File: src/rtl/spb_pkg.sv
// ----------------------------------------------------------------------------
// spb_pkg
// Shared types and constants for the sprite pixel blitter.
// ----------------------------------------------------------------------------
package spb_pkg;

  localparam int DEF_FRAME_WIDTH     = 1024;
  localparam int DEF_FRAME_HEIGHT    = 768;
  localparam int DEF_MAX_SPRITE_SIDE = 4096;

  // field widths
  localparam int OFFSET_W  = 12;
  localparam int SIDE_W    = 13;
  localparam int RADIUS_W  = 11;
  localparam int COLOR_W   = 32;
  localparam int ORIGIN_W  = 16;
  localparam int ADDR_W    = 20;
  localparam int CFG_IDX_W = 3;
  localparam int CFG_DATA_W = 32;

  // frame coordinates stay below 4096
  localparam int COORD_W   = 12;
  localparam int FRAME_C_W = 18;
  localparam int DELTA_W   = 13;
  localparam int SQ_W      = 24;
  localparam int PROD_W    = 25;

  localparam logic [7:0] ALPHA_OPAQUE = 8'hFF;
  localparam int         RGB_W        = 24;

  typedef enum logic [1:0] {
    SHAPE_BITMAP = 2'd0,
    SHAPE_RECT   = 2'd1,
    SHAPE_CIRCLE = 2'd2
  } spb_shape_t;

  typedef enum logic [CFG_IDX_W-1:0] {
    REG_SHAPE_KIND    = 3'd0,
    REG_BOX_WIDTH     = 3'd1,
    REG_BOX_HEIGHT    = 3'd2,
    REG_CIRCLE_RADIUS = 3'd3,
    REG_SHAPE_COLOR   = 3'd4,
    REG_FILL_RECT     = 3'd5,
    REG_ORIGIN_X      = 3'd6,
    REG_ORIGIN_Y      = 3'd7
  } spb_cfg_idx_t;

endpackage

File: src/rtl/sprite_pixel_blit_core.sv
// ----------------------------------------------------------------------------
// sprite_pixel_blit_core
// Turns one sprite-local offset into a clipped frame address and opaque colour.
// Throughput: one request per cycle while the output is not stalled; four
// register stages (box and clip arithmetic, squares and row product, circle
// test and address add, output).
// A stalled output only holds the stages behind it that are full.
// Reset (synchronous, rst_n low) empties the pipeline and clears the configuration registers.
// ----------------------------------------------------------------------------
module sprite_pixel_blit_core #(
  parameter int FRAME_WIDTH     = spb_pkg::DEF_FRAME_WIDTH,
  parameter int FRAME_HEIGHT    = spb_pkg::DEF_FRAME_HEIGHT,
  parameter int MAX_SPRITE_SIDE = spb_pkg::DEF_MAX_SPRITE_SIDE
) (
  input  logic                            clk,
  input  logic                            rst_n,
  input  logic                            cfg_valid,
  output logic                            cfg_ready,
  input  logic [spb_pkg::CFG_IDX_W-1:0]   cfg_index,
  input  logic [spb_pkg::CFG_DATA_W-1:0]  cfg_data,
  input  logic                            in_valid,
  output logic                            in_stall,
  input  logic [spb_pkg::OFFSET_W-1:0]    in_offset_col,
  input  logic [spb_pkg::OFFSET_W-1:0]    in_offset_row,
  input  logic [spb_pkg::COLOR_W-1:0]     in_texel,
  output logic                            out_valid,
  input  logic                            out_stall,
  output logic [spb_pkg::ADDR_W-1:0]      out_pixel_address,
  output logic [spb_pkg::COLOR_W-1:0]     out_pixel_color
);
  import spb_pkg::*;

  localparam logic [SIDE_W-1:0]           MaxSide = SIDE_W'(MAX_SPRITE_SIDE);
  localparam logic signed [FRAME_C_W-1:0] FrameW  = FRAME_C_W'(FRAME_WIDTH);
  localparam logic signed [FRAME_C_W-1:0] FrameH  = FRAME_C_W'(FRAME_HEIGHT);
  localparam logic [PROD_W-1:0]           RowMul  = PROD_W'(FRAME_WIDTH);

  // configuration registers
  logic [1:0]                  shape_kind_r;
  logic [SIDE_W-1:0]           box_width_r;
  logic [SIDE_W-1:0]           box_height_r;
  logic [RADIUS_W-1:0]         circle_radius_r;
  logic [COLOR_W-1:0]          shape_color_r;
  logic                        fill_rect_r;
  logic signed [ORIGIN_W-1:0]  origin_x_r;
  logic signed [ORIGIN_W-1:0]  origin_y_r;
  logic [2*RADIUS_W-1:0]       radius_sq_r;

  assign cfg_ready = 1'b1;

  always_ff @(posedge clk) begin
    if (!rst_n) begin
      shape_kind_r    <= '0;
      box_width_r     <= '0;
      box_height_r    <= '0;
      circle_radius_r <= '0;
      shape_color_r   <= '0;
      fill_rect_r     <= 1'b0;
      origin_x_r      <= '0;
      origin_y_r      <= '0;
    end else if (cfg_valid) begin
      unique case (spb_cfg_idx_t'(cfg_index))
        REG_SHAPE_KIND:    shape_kind_r    <= cfg_data[1:0];
        REG_BOX_WIDTH:     box_width_r     <= cfg_data[SIDE_W-1:0];
        REG_BOX_HEIGHT:    box_height_r    <= cfg_data[SIDE_W-1:0];
        REG_CIRCLE_RADIUS: circle_radius_r <= cfg_data[RADIUS_W-1:0];
        REG_SHAPE_COLOR:   shape_color_r   <= cfg_data[COLOR_W-1:0];
        REG_FILL_RECT:     fill_rect_r     <= cfg_data[0];
        REG_ORIGIN_X:      origin_x_r      <= cfg_data[ORIGIN_W-1:0];
        REG_ORIGIN_Y:      origin_y_r      <= cfg_data[ORIGIN_W-1:0];
      endcase
    end
  end

  // squared radius is registered from the radius register, following it in the next cycle
  always_ff @(posedge clk) begin
    if (!rst_n) begin
      radius_sq_r <= '0;
    end else begin
      radius_sq_r <= circle_radius_r * circle_radius_r;
    end
  end

  // pipeline flow control: a stage moves when it is empty or the next one moves
  logic v1_r, v2_r, v3_r, out_valid_r;
  logic adv1, adv2, adv3, adv_out;

  assign adv_out  = !out_valid_r || !out_stall;
  assign adv3     = !v3_r || adv_out;
  assign adv2     = !v2_r || adv3;
  assign adv1     = !v1_r || adv2;
  assign in_stall = !adv1;

  // stage 1: box test, frame position, circle deltas, border test
  logic [SIDE_W-1:0]           side_w, side_h;
  logic                        hit1_nxt, border1_nxt;
  logic signed [FRAME_C_W-1:0] fx1_nxt, fy1_nxt;
  logic signed [DELTA_W-1:0]   dx1_nxt, dy1_nxt;
  logic                        is_bitmap, is_rect, is_circle;

  assign is_bitmap = (shape_kind_r == SHAPE_BITMAP);
  assign is_rect   = (shape_kind_r == SHAPE_RECT);
  assign is_circle = (shape_kind_r == SHAPE_CIRCLE);

  always_comb begin
    if (is_circle) begin
      side_w = ({1'b0, circle_radius_r, 1'b1} > MaxSide) ? MaxSide
                                                           : {1'b0, circle_radius_r, 1'b1};
      side_h = side_w;
    end else begin
      side_w = (box_width_r > MaxSide) ? MaxSide : box_width_r;
      side_h = (box_height_r > MaxSide) ? MaxSide : box_height_r;
    end
    hit1_nxt = (is_bitmap || is_rect || is_circle)
               && ({1'b0, in_offset_col} < side_w)
               && ({1'b0, in_offset_row} < side_h);
    border1_nxt = (in_offset_col == '0) || (in_offset_row == '0)
                  || ({1'b0, in_offset_col} == side_w - SIDE_W'(1))
                  || ({1'b0, in_offset_row} == side_h - SIDE_W'(1));
    fx1_nxt = FRAME_C_W'(origin_x_r) + $signed({6'b0, in_offset_col});
    fy1_nxt = FRAME_C_W'(origin_y_r) + $signed({6'b0, in_offset_row});
    dx1_nxt = $signed({1'b0, in_offset_col}) - $signed({2'b0, circle_radius_r});
    dy1_nxt = $signed({1'b0, in_offset_row}) - $signed({2'b0, circle_radius_r});
  end

  logic                        hit1_r, border1_r, alpha1_r;
  logic signed [FRAME_C_W-1:0] fx1_r, fy1_r;
  logic signed [DELTA_W-1:0]   dx1_r, dy1_r;
  logic [RGB_W-1:0]            rgb1_r;

  always_ff @(posedge clk) begin
    if (!rst_n) begin
      v1_r <= 1'b0;
    end else if (adv1) begin
      v1_r <= in_valid;
    end
  end

  always_ff @(posedge clk) begin
    if (adv1 && in_valid) begin
      hit1_r    <= hit1_nxt;
      border1_r <= border1_nxt;
      alpha1_r  <= (in_texel[COLOR_W-1:RGB_W] != '0);
      fx1_r     <= fx1_nxt;
      fy1_r     <= fy1_nxt;
      dx1_r     <= dx1_nxt;
      dy1_r     <= dy1_nxt;
      rgb1_r    <= is_bitmap ? in_texel[RGB_W-1:0] : shape_color_r[RGB_W-1:0];
    end
  end

  // stage 2: clip, shape decision, squares and row product
  logic keep2_nxt, in_frame;

  always_comb begin
    in_frame = (fx1_r >= 0) && (fx1_r < FrameW) && (fy1_r >= 0) && (fy1_r < FrameH);
    keep2_nxt = hit1_r && in_frame
                && ((is_bitmap && alpha1_r) || (is_rect && (fill_rect_r || border1_r))
                    || is_circle);
  end

  logic                keep2_r;
  logic [SQ_W-1:0]     sqx2_r, sqy2_r;
  logic [PROD_W-1:0]   prod2_r;
  logic [COORD_W-1:0]  fx2_r;
  logic [RGB_W-1:0]    rgb2_r;

  always_ff @(posedge clk) begin
    if (!rst_n) begin
      v2_r <= 1'b0;
    end else if (adv2) begin
      v2_r <= v1_r;
    end
  end

  always_ff @(posedge clk) begin
    if (adv2 && v1_r) begin
      keep2_r <= keep2_nxt;
      sqx2_r  <= SQ_W'(SQ_W'(dx1_r) * SQ_W'(dx1_r));
      sqy2_r  <= SQ_W'(SQ_W'(dy1_r) * SQ_W'(dy1_r));
      prod2_r <= PROD_W'(fy1_r[COORD_W-1:0]) * RowMul;
      fx2_r   <= fx1_r[COORD_W-1:0];
      rgb2_r  <= rgb1_r;
    end
  end

  // stage 3: disc test and address add
  logic              keep3_r;
  logic [PROD_W-1:0] addr3_r;
  logic [RGB_W-1:0]  rgb3_r;
  logic              disc_ok;

  assign disc_ok = ((SQ_W+1)'(sqx2_r) + (SQ_W+1)'(sqy2_r)) <= (SQ_W+1)'(radius_sq_r);

  always_ff @(posedge clk) begin
    if (!rst_n) begin
      v3_r <= 1'b0;
    end else if (adv3) begin
      v3_r <= v2_r;
    end
  end

  always_ff @(posedge clk) begin
    if (adv3 && v2_r) begin
      keep3_r <= keep2_r && (!is_circle || disc_ok);
      addr3_r <= prod2_r + PROD_W'(fx2_r);
      rgb3_r  <= rgb2_r;
    end
  end

  // output register, only drawn pixels become results
  logic [ADDR_W-1:0]  addr_out_r;
  logic [COLOR_W-1:0] color_out_r;

  always_ff @(posedge clk) begin
    if (!rst_n) begin
      out_valid_r <= 1'b0;
    end else if (adv_out) begin
      out_valid_r <= v3_r && keep3_r;
    end
  end

  always_ff @(posedge clk) begin
    if (adv_out && v3_r) begin
      addr_out_r  <= addr3_r[ADDR_W-1:0];
      color_out_r <= {ALPHA_OPAQUE, rgb3_r};
    end
  end

  assign out_valid         = out_valid_r;
  assign out_pixel_address = addr_out_r;
  assign out_pixel_color   = color_out_r;

endmodule

File: config.mk
export PLATFORM = sky130hd
export DESIGN_NAME = sprite_pixel_blit_core
export DESIGN_NICKNAME = d
export VERILOG_FILES = /design/src/rtl/spb_pkg.sv /design/src/rtl/sprite_pixel_blit_core.sv
export SDC_FILE = /design/constraint.sdc
export NUM_CORES = 2
export LEC_CHECK = 0
export ABC_AREA = 1
export BUFFER_PORTS_ARGS = -buffer_cell sky130_fd_sc_hd__buf_2
export CORE_UTILIZATION = 49
export CTS_CLUSTER_SIZE = 40
export DETAILED_ROUTE_END_ITERATION = 6
export PLACE_DENSITY = 0.76
export SETUP_SLACK_MARGIN = 0.2
export SYNTH_ARGS = -nofsm -noshare
export SYNTH_HDL_FRONTEND = slang
export SYNTH_SLANG_ARGS = --single-unit
File: constraint.sdc
create_clock -name clk -period 7.2 [get_ports clk]
set_clock_uncertainty 0.15 [all_clocks]
set_input_delay 0.36 -clock clk [delete_from_list [all_inputs] [get_ports clk]]
set_output_delay 0.36 -clock clk [all_outputs]
set_load 0.01 [all_outputs]
==> flow_metrics.tcl <==
set metrics [dict create \
    grt_setup_unrepaired "no" \
    critPathKind "flip-flop to flip-flop" \
    port_buffers 133 \
    synth_top_area_cell "edfxtp_1" \
    slew_headroom 0.3180 \
    max_freq_mhz 159.1 \
    cts_setup_buffers 0 \
    dp_hpwl_mm 56.80 \
    die_w_um 258.9 \
    yosysMostFrequentCell "inv_1" \
    syn-instance-count 3450 \
    finalWeightedCongestion 0.9153 \
    crit_chain "nand2_1 -> fa_1 -> fa_1 -> inv_1 -> fa_1 -> fa_1 -> fa_1 -> fa_1 -> ha_1 -> a21oi_1 -> o211ai_1 -> a31oi_1 -> nor3_1 -> nor2_1 -> o21ai_0 -> xor2_1" \
    drt_iter0_drc 1669 \
    n_antenna_cell 0 \
    synth_flop_cell "edfxtp_1" \
    path_depth 16 \
    yosys.area_share.simple 0.1241 \
    path_max_fanout 15 \
    routedWlPerCell_um 16.78 \
    worst_setup_path_end_kind "flip-flop" \
    setup_viol 0 \
    slowest_delay_ps 840 \
    first_pass_iters 5 \
    startpoint "dx1_r[3]" \
    hp-start "cfg_data[1]" \
    synth_warnings 0 \
    finalCritPeriodShare 0.8732 \
    fp.dieH_um 258.9 \
    cts_hold_buf 47 \
    start_util 0.4990 \
    synth_top_cells_by_area "edfxtp_1 25%, fa_1 20%, ha_1 12%" \
    synth_edf_count 269 \
    core_area_mm2 0.06481 \
    h-tree-depth 2 \
    insertion_delay_ps 600 \
    drv_cap 0 \
    worst-r2r-cell-count 16 \
    path_delay_family "adder cells" \
    r2r-end "sqx2_r[21]" \
    row_count 93 \
    clk_transition_reported_paths_ps 60 \
    yosys_register_bits 390 \
    grt_pass1_vias 23900 \
    final-hold-violation-count 0 \
    grt_pass1_wl_mm 122.1 \
    synth_common_cells "689 x inv_1, 549 x nand2_1, 331 x fa_1" \
    vias 23500 \
    cp_data_arrival_time_ps 6450 \
    crit_end "sqx2_r[21]" \
    ff2ff_setup_slack_ps 910 \
    grt-ovfl-total 0 \
    clock_path_buffers 3 \
    ys_seq_area_frac 0.3247 \
    path_buf_inv 1 \
    cts_resized 0 \
    drv_slew 0 \
    crit_top_cell "fa_1" \
    async_flop_share 0 \
    avgSynthCellArea_um2 9.374 \
    antenna_found_initial 2 \
    grt_max_degree 71 \
    syn-cell-area_mm2 0.03234 \
    worst_path_max_delay_cell "edfxtp_1" \
    ioPinCount 151 \
    synth_compound_area_frac 0.07858 \
    min_period_ps 6287 \
    tns_ps 0 \
    worst_pin_slew_ps 1019 \
    drc_errors 0 \
    required_ps 7370 \
    die-area_mm2 0.06703 \
    numCtsBuffers 42 \
    ys_types 56 \
    cp-start-kind "flip-flop" \
    ant_nets 0 \
    hold_class "input port to flip-flop" \
    routed_wirelength_mm 75.60 \
    fin_nets 4356 \
    grt_use_total 0.2294 \
    synth-xor-area-share 0.04678 \
    tritoncts "yes" \
    viasPerCell 5.216 \
    synth_top_family_by_area "adder cells" \
    yosys.area.top_type_share 0.2498 \
    synth.area.mux_share 0.008357 \
    synthAdderAreaFrac 0.3252 \
    cts_sinks 390 \
    rr_startpoint "dx1_r[3]" \
    drive_gt1_frac 0.07751 \
    cts_root_buffer "clkbuf_16" \
    status "finished, final reports clean" \
    area_growth_pct 11.02 \
]
==> placed cells by master (no fill, tap or decap), drive strengths merged, types with 2 or more instances in the layout <==
cell type	instances
inv	693
mux2	24
buf	151
o31ai	3
nor3b	4
o21bai	13
o21a	5
nor4	12
a31o	3
dlygate4sd3	47
a211oi	7
or2	5
nand2	551
nand4	25
a21boi	4
clkinv	22
bufinv	8
a21oi	207
nand3b	7
o21ai	182
a21o	7
fa	331
clkinvlp	3
edfxtp	269
a31oi	10
xnor2	59
ha	311
o221a	2
o211ai	7
xor2	111
nor2	287
nand3	70
clkbuf	48
dfxtp	121
conb	9
nor3	25
==> metrics by stage <==
| stage | hold slack, ps | util | instances | area, um^2 | worst slack (ps) |
|---|---|---|---|---|---|
| floorplan | 250.3 | - | 3458 | 32370 | 1512 |
| global placement | 250.3 | 0.5231 | 4382 | 33910 | 1083 |
| detailed placement | 254.5 | 0.5231 | 4382 | 33910 | 963.2 |
| CTS | 5.898 | 0.5539 | 4506 | 35900 | 936.8 |
| global route | 18.55 | 0.5539 | 4506 | 35900 | 577.5 |
| finish | 32.17 | 0.5539 | 4506 | 35900 | 913.1 |
==> worst register-to-register path: stages (launching register included) <==
cell	delay (ps)
edfxtp_1	840
nand2_1	250
fa_1	540
fa_1	490
inv_1	50
fa_1	520
fa_1	520
fa_1	570
fa_1	420
ha_1	370
a21oi_1	220
o211ai_1	160
a31oi_1	350
nor3_1	80
nor2_1	210
o21ai_0	130
xor2_1	150
==> logic make-up after synthesis <==
| group | count (synthesis) |
|---|---|
| buf+inv | 779 |
| compound gates | 455 |
| mux | 24 |
| simple gates | 988 |
| xor+xnor | 171 |
| flops | 390 |
| other cells | 1 |
| fa+ha+maj | 642 |
==> flip-flops by register name, summed over array words and instances, names as in the netlist, 2 cells and up <==
signal / flops
sqx2_r: 23
addr3_r: 20
fx1_r: 17
box_width_r: 13
rgb1_r: 24
fx2_r: 12
prod2_r: 10
origin_y_r: 16
out_pixel_address: 20
out_pixel_color: 24
shape_kind_r: 2
origin_x_r: 16
dy1_r: 13
rgb3_r: 24
rgb2_r: 24
box_height_r: 13
sqy2_r: 23
circle_radius_r: 11
radius_sq_r: 21
shape_color_r: 24
fy1_r: 17
dx1_r: 13
==> how the worst min path moves through the flow <==
stage / endpoint / slack (ps) / cells after the start
floorplan: addr3_r[0] / 250 / 0
global placement: rgb2_r[18] / 250 / 0
detailed placement: addr3_r[7] / 250 / 0
CTS: origin_y_r[3] / 6 / 3
global route: origin_y_r[0] / 20 / 3
finish: shape_kind_r[1] / 30 / 3
==> per-layer routing <==
layer  track usage  vias up  wire length, um
li1              -    11290                -
met1        0.2975    11320            31310
met2        0.3971      720            37520
met3       0.02851      168             4341
met4       0.07528        4             2397
met5             0        -               27
==> area by class of cell <==
type	count	area, um^2
Clock buffer	48	1115
Clock inverter	29	412.9
Fill cell	5419	28910
Inverter	697	2618
Multi-Input combinational cell	2289	18920
Sequential cell	390	10500
Tap cell	855	1070
Timing Repair Buffer	198	1271
Power is left out: the tool's default activity adds up to more than one toggle a clock period on the data nets, which glitch-free logic cannot reach.
